==> config.mk <==
export PLATFORM = sky130hd
export DESIGN_NAME = haci_ctrl
export DESIGN_NICKNAME = d
export VERILOG_FILES = /design/src/rtl/core/haci_pkg.sv /design/src/rtl/core/haci_ctrl.sv
export SDC_FILE = /design/constraint.sdc
export NUM_CORES = 1
export LEC_CHECK = 0
export BUFFER_PORTS_ARGS = -buffer_cell sky130_fd_sc_hd__clkbuf_2
export CORE_MARGIN = 4
export CORE_UTILIZATION = 25
export DETAILED_ROUTE_END_ITERATION = 10
export SLEW_MARGIN = 20
export SYNTH_ARGS = -nofsm -noshare
export SYNTH_HDL_FRONTEND = slang
export SYNTH_SLANG_ARGS = --single-unit
==> constraint.sdc <==
create_clock -name clk -period 1.62 [get_ports clk]
set_input_delay 0.243 -clock clk [delete_from_list [all_inputs] [get_ports clk]]
set_output_delay 0.243 -clock clk [all_outputs]
set_load 0.01 [all_outputs]
==> src/rtl/core/haci_pkg.sv <==
// Shared types, constants and hash function for the arena cache index.
`timescale 1ns / 1ps
package haci_pkg;

  localparam int SLOT_BITS   = 9;
  localparam int SLOT_COUNT  = 1 << SLOT_BITS;
  localparam int HASH_BITS   = 9;
  localparam int TOTAL_BITS  = SLOT_BITS + 1;
  localparam int FLUSH_LIMIT = SLOT_COUNT * 3 / 4;
  localparam int EPOCH_BITS  = 8;

  localparam logic [31:0] HASH_MULT   = 32'd2654435769;
  localparam logic [15:0] ARENA_RESET = 16'd32768;

  typedef enum logic [2:0] {
    ST_HIT    = 3'd0,
    ST_MISS   = 3'd1,
    ST_NEW    = 3'd2,
    ST_REJECT = 3'd3,
    ST_FULL   = 3'd4
  } status_t;

  typedef struct packed {
    logic        req_type;
    logic [31:0] key;
    logic [15:0] size;
  } req_t;

  typedef struct packed {
    logic [2:0]  status;
    logic [15:0] offset;
    logic        flushed;
  } rsp_t;

  typedef struct packed {
    logic    accept;
    logic    probe_next;
    logic    probe_home;
    logic    insert;
    logic    sweep_step;
    logic    load_out;
    status_t code;
  } ctrl_cmd_t;

  typedef struct packed {
    logic in_short;
    logic req_insert;
    logic slot_hit;
    logic slot_empty;
    logic probe_last;
    logic flush_need;
    logic epoch_last;
    logic sweep_last;
    logic out_free;
  } dp_stat_t;

  function automatic logic [SLOT_BITS-1:0] home_slot(input logic [31:0] prod);
    logic [HASH_BITS-1:0] h;
    h = prod[31 -: HASH_BITS];
    return SLOT_BITS'(h % SLOT_COUNT);
  endfunction

endpackage

==> src/rtl/core/haci_ctrl.sv <==
// Controller: sequences accept, probe, insert, flush sweep and result load.
`timescale 1ns / 1ps
module haci_ctrl (
  input  logic                 clk,
  input  logic                 rst,
  input  logic                 req_valid,
  output logic                 req_ready,
  input  haci_pkg::dp_stat_t   stat,
  output haci_pkg::ctrl_cmd_t  cmd
);
  import haci_pkg::*;

  typedef enum logic [2:0] {
    S_SWEEP,
    S_IDLE,
    S_READ,
    S_CHECK,
    S_REPLY
  } state_t;

  state_t state, state_next;
  logic   pending, pending_next;
  logic   flushable;

  assign flushable = stat.req_insert && stat.flush_need;

  always_comb begin
    state_next   = state;
    pending_next = pending;
    req_ready    = 1'b0;
    cmd          = '{accept: 1'b0, probe_next: 1'b0, probe_home: 1'b0, insert: 1'b0,
                     sweep_step: 1'b0, load_out: 1'b0, code: ST_MISS};
    case (state)
      S_SWEEP: begin
        cmd.sweep_step = 1'b1;
        if (stat.sweep_last) begin
          state_next   = pending ? S_READ : S_IDLE;
          pending_next = 1'b0;
        end
      end
      S_IDLE: begin
        req_ready = 1'b1;
        if (req_valid) begin
          cmd.accept = 1'b1;
          state_next = stat.in_short ? S_REPLY : S_READ;
        end
      end
      S_READ: begin
        state_next = S_CHECK;
      end
      S_CHECK: begin
        if (stat.out_free) begin
          if (stat.slot_hit) begin
            cmd.load_out = 1'b1;
            cmd.code     = ST_HIT;
            state_next   = S_IDLE;
          end else if (stat.slot_empty || stat.probe_last) begin
            if (flushable && stat.epoch_last) begin
              cmd.probe_home = 1'b1;
              pending_next   = 1'b1;
              state_next     = S_SWEEP;
            end else if (stat.req_insert && (stat.slot_empty || flushable)) begin
              cmd.insert   = 1'b1;
              cmd.load_out = 1'b1;
              cmd.code     = ST_NEW;
              state_next   = S_IDLE;
            end else begin
              cmd.load_out = 1'b1;
              cmd.code     = stat.req_insert ? ST_FULL : ST_MISS;
              state_next   = S_IDLE;
            end
          end else begin
            cmd.probe_next = 1'b1;
            state_next     = S_READ;
          end
        end
      end
      S_REPLY: begin
        if (stat.out_free) begin
          cmd.load_out = 1'b1;
          cmd.code     = stat.req_insert ? ST_REJECT : ST_MISS;
          state_next   = S_IDLE;
        end
      end
      default: begin
        state_next = S_IDLE;
      end
    endcase
  end

  always_ff @(posedge clk) begin
    if (rst) begin
      state   <= S_SWEEP;
      pending <= 1'b0;
    end else begin
      state   <= state_next;
      pending <= pending_next;
    end
  end

endmodule

* After elaboration in Yosys (flattened, before gate mapping)
Cells that the tools add are included.
W data, S select, Z words.
** Operators by class
- Reduce and logical (&&, ||, !) cells :: 9
- Equal/unequal tests :: 11
- Muxes and demuxes :: 37
** Operators by type and width (count)
- $mux W3 :: 12
- $mux W4 :: 5
- $pmux W3 S5 :: 1
- $mux W1 :: 14
- $ne A2 B2 Y1 const B :: 7
- $pmux W4 S2 :: 1
- $eq A3 B2 Y1 const B :: 2
- $mux W2 :: 3
- $reduce_and A6 Y1 :: 1
- $reduce_and A4 Y1 :: 1
- $eq A3 B1 Y1 const B :: 1
- $eq A3 B3 Y1 const B :: 1
- $logic_and A1 B1 Y1 :: 3
- $logic_not A3 Y1 :: 1
- $logic_or A1 B1 Y1 :: 2
- $pmux W1 S2 :: 1
- $reduce_bool A2 Y1 :: 1
** Word-level totals
- Register bits :: 4
- Word-level logic and storage cells :: 59
- Input bits :: 12

* Depth between registers and ports, before layout
- Depth in word-level cells :: 9
- Mapped depth :: 5
- Gate-level depth less buffers :: 4

* Least setup slack after synthesis
OpenSTA, ideal clock, no wires.
- Path kind :: register to output
- Start :: reg state[2]
- End :: out cmd[2] (netlist name)
- Stages on the path, launching flop included :: 4
- Slack :: 0.256 ns
- Arrival :: 1.121 ns
- Path through :: dfxtp_1 and3b_2 nand3_1 nor4b_1
** RTL lines
- start: declaration :: RTL line haci_ctrl.sv:21 : state_t state, state_next;
- start signal: assignment :: RTL line haci_ctrl.sv:96 : state <= state_next;
- end: declaration :: RTL line haci_ctrl.sv:9 : output haci_pkg::ctrl_cmd_t cmd

==> flow_summary.toml <==
[placement]
hpwl_um = 962
io_buffers = 21
gp_congestion = 0.795
place_ws_ns = 0.192
post_dp_cell_area_um2 = 561

[synthesis]
synth.cells.most_frequent = "5 x a21oi_1, 4 x dfxtp_1, 4 x nor2_1"
netlist_area_um2 = 425
netlist_instances = 54
avgSynthCellArea_um2 = 7.88
ys_seq_area_share_pct = 18.8
ys_types = 32
yosys-top-cells-area = "dfxtp_1 19%, a21oi_1 5.9%, nor3b_2 5.9%, mux2i_1 4.7%, nor3_1 3.5%"
syn_nets = 66
async_flop_share_pct = 0
yosysTopAreaCellShare_pct = 18.8
synth_most_common_cell = "a21oi_1"
synth.largest_area_cell = "dfxtp_1"
ys_seq_elements = 4
synth-main-ff-cell = "dfxtp_1"
synth_enable_flop_cells = 0
yosysWarnings = 0

[critical_path]
path_max_fanout = 5
reg2reg_from = "state[0]$_SDFFE_PP0P_"
critPathArrivalTime_ns = 1.32
critPathMaxStageDelay_ns = 0.33
r2r_slack_ns = 0.27
r2r_cells = 5
r2r-end = "pending$_SDFFE_PP0P_"
crit_slowest_cell = "dfxtp_2"
criticalPathCategory = "flop to output pin"
cp_cell_sequence = "and3b_2, nand3_4, nor3b_2, a41o_1, buf_2"
cp.required_ns = 1.38
endpoint_kind = "output pin"
start_kind = "flop"

[die]
io_pins = 22
rows = 14
core_area_um2 = 1560
dieArea_um2 = 2430
die_y_um = 49.3
initial_utilization_pct = 27.3
die_w_um = 49.3

[detailed_routing]
wl_per_cell_um = 13.0
drtIter0Drc = 13
drc = 0
vias = 544
ant_nets = 0
firstDrtPassIters = 4
via_per_inst = 5.44
postRouteWirelength_mm = 1.30

[sta]
period_share_pct = 96.4
hold_viol_final = 0
max_freq_mhz = 640
drv_slew = 0
fin_crit_ns = 1.56
fin_skew_ns = 0.000363
setup_viol = 0
tightest_slew_ns = 0.260
maxSlewHeadroom_pct = 82.6
rsz0062_at_grt = "yes"
worst_slack_ns = 0.0576

[worst_hold_path]
hp-class = "input pin to flop"
worstHoldStart = "rst"
hold_end = "state[2]$_SDFFE_PP0P_"
hold_path_depth = 2

[global_routing]
grt_pass1_vias = 483
gr-total-overflow = 0
grt_pass1_wl_mm = 2.01
grt_util_all_layers_pct = 10.5
grt_max_degree = 12
antenna_found_initial = 0

[clock_network]
cts_made_buffers = 3
clock-sinks = 4
insertion_delay_ns = 0.23
htreeDepth = 1
ctsHoldBuffers = 0
cts_root_buffer = "clkbuf_4"
cts_tree = "done"
clk_pin_slew_ns = 0.03
clock_path_buffers = 2

[power_and_ir_drop]
leakagePower_uw = 0.000300
vdd_ir_drop_max_v = 0.000323
power_density_nw_per_um2 = 574

[final_layout]
num-nets-final = 98
nFillCells = 145
area_growth_pct = 55.3
final_cell_area_um2 = 661
n_antenna_cell = 0
drive_above_1_share_pct = 52.4
final_util_pct = 42.4

[job]
maxCapViolCount = 0

[run_status]
outcome = "finished clean"
-- worst max-delay path by stage --
| stage | startpoint | end | cells after the start | slack [ns] |
|---|---|---|---|---|
| after global placement | stat[4] | cmd[3] | 6 | 0.23 |
| after floorplan | state[2]$_SDFFE_PP0P_ | cmd[2] | 3 | 0.26 |
| final | state[2]$_SDFFE_PP0P_ | cmd[1] | 5 | 0.06 |
| after global routing | state[2]$_SDFFE_PP0P_ | cmd[1] | 5 | -0.03 |
| after CTS | state[1]$_SDFFE_PP0P_ | cmd[0] | 4 | 0.009 |
| after detailed placement | state[2]$_SDFFE_PP0P_ | cmd[1] | 5 | 0.19 |
-- kinds of logic after synthesis --
family                 share of synthesized area (%)
and+or+nand+nor                                 46.8
buffers and inverters                           5.59
AOI/OAI and AO/OA                               24.1
DFF                                             18.8
muxes                                           4.71
-- layout make-up --
type | count | area, um2 | share of cell area, %
multi-input cells | 46 | 340 | 51.5
inverters | 1 | 3.75 | 0.568
well taps | 16 | 20.0 | 3.03
clock buffers | 3 | 22.5 | 3.41
repair buffers | 30 | 193 | 29.2
flip-flops and latches | 4 | 81.3 | 12.3
-- timing repair --
action,CTS,global route
resized for setup,2,5
pin swaps,2,2
setup endpoints to repair,2,3
buffers inserted,1,4
-- per-layer routing --
metal  global-route usage [%]  wire [um]
met2                     17.0        620
met3                     2.75         86
met5                        0          0
met4                     4.27          0
met1                     13.0        595
-- critical path, delay by kind of cell (launching register included) --
| kind | cells | cell delay [ns] |
|---|---|---|
| AOI/OAI and AO/OA | 1 | 0.11 |
| and+or+nand+nor | 3 | 0.54 |
| DFF | 1 | 0.33 |
| buffers and inverters | 1 | 0.12 |
-- state kept, by name, summed over array words and instances, names as in the netlist --
register  cells
pending       1
state         3
-- report_power, final --
part / internal [uW] / leakage [uW] / switching [uW]
clock network: 82.7 / 0.0000138 / 37.9
registers: 105 / 0.0000331 / 3.52
logic: 76.5 / 0.000253 / 73.7
-- cells in the final DEF, fill, tap and decap left out, types with 3 or more instances in the layout --
cell / synthesis / layout
a21oi_1: 5 / 5
buf_4: 2 / 6
clkbuf_2: 0 / 20
clkbuf_4: 0 / 3
dfxtp_1: 4 / 3
nand2_1: 3 / 3
nor2_1: 4 / 4
nor3_1: 3 / 3
-- per-stage QoR --
step                      total power (uW)  hold WS, ns  TNS, ns  instances
final                                  379        0.248        0        100
after floorplan                        186        0.312        0         54
after global routing                   407        0.238  -0.0388        100
after global placement                 233        0.489        0         92
after CTS                              361        0.246        0         96
after detailed placement               233        0.495        0         92
No activity file was read; power rests on OpenSTA's default activity.
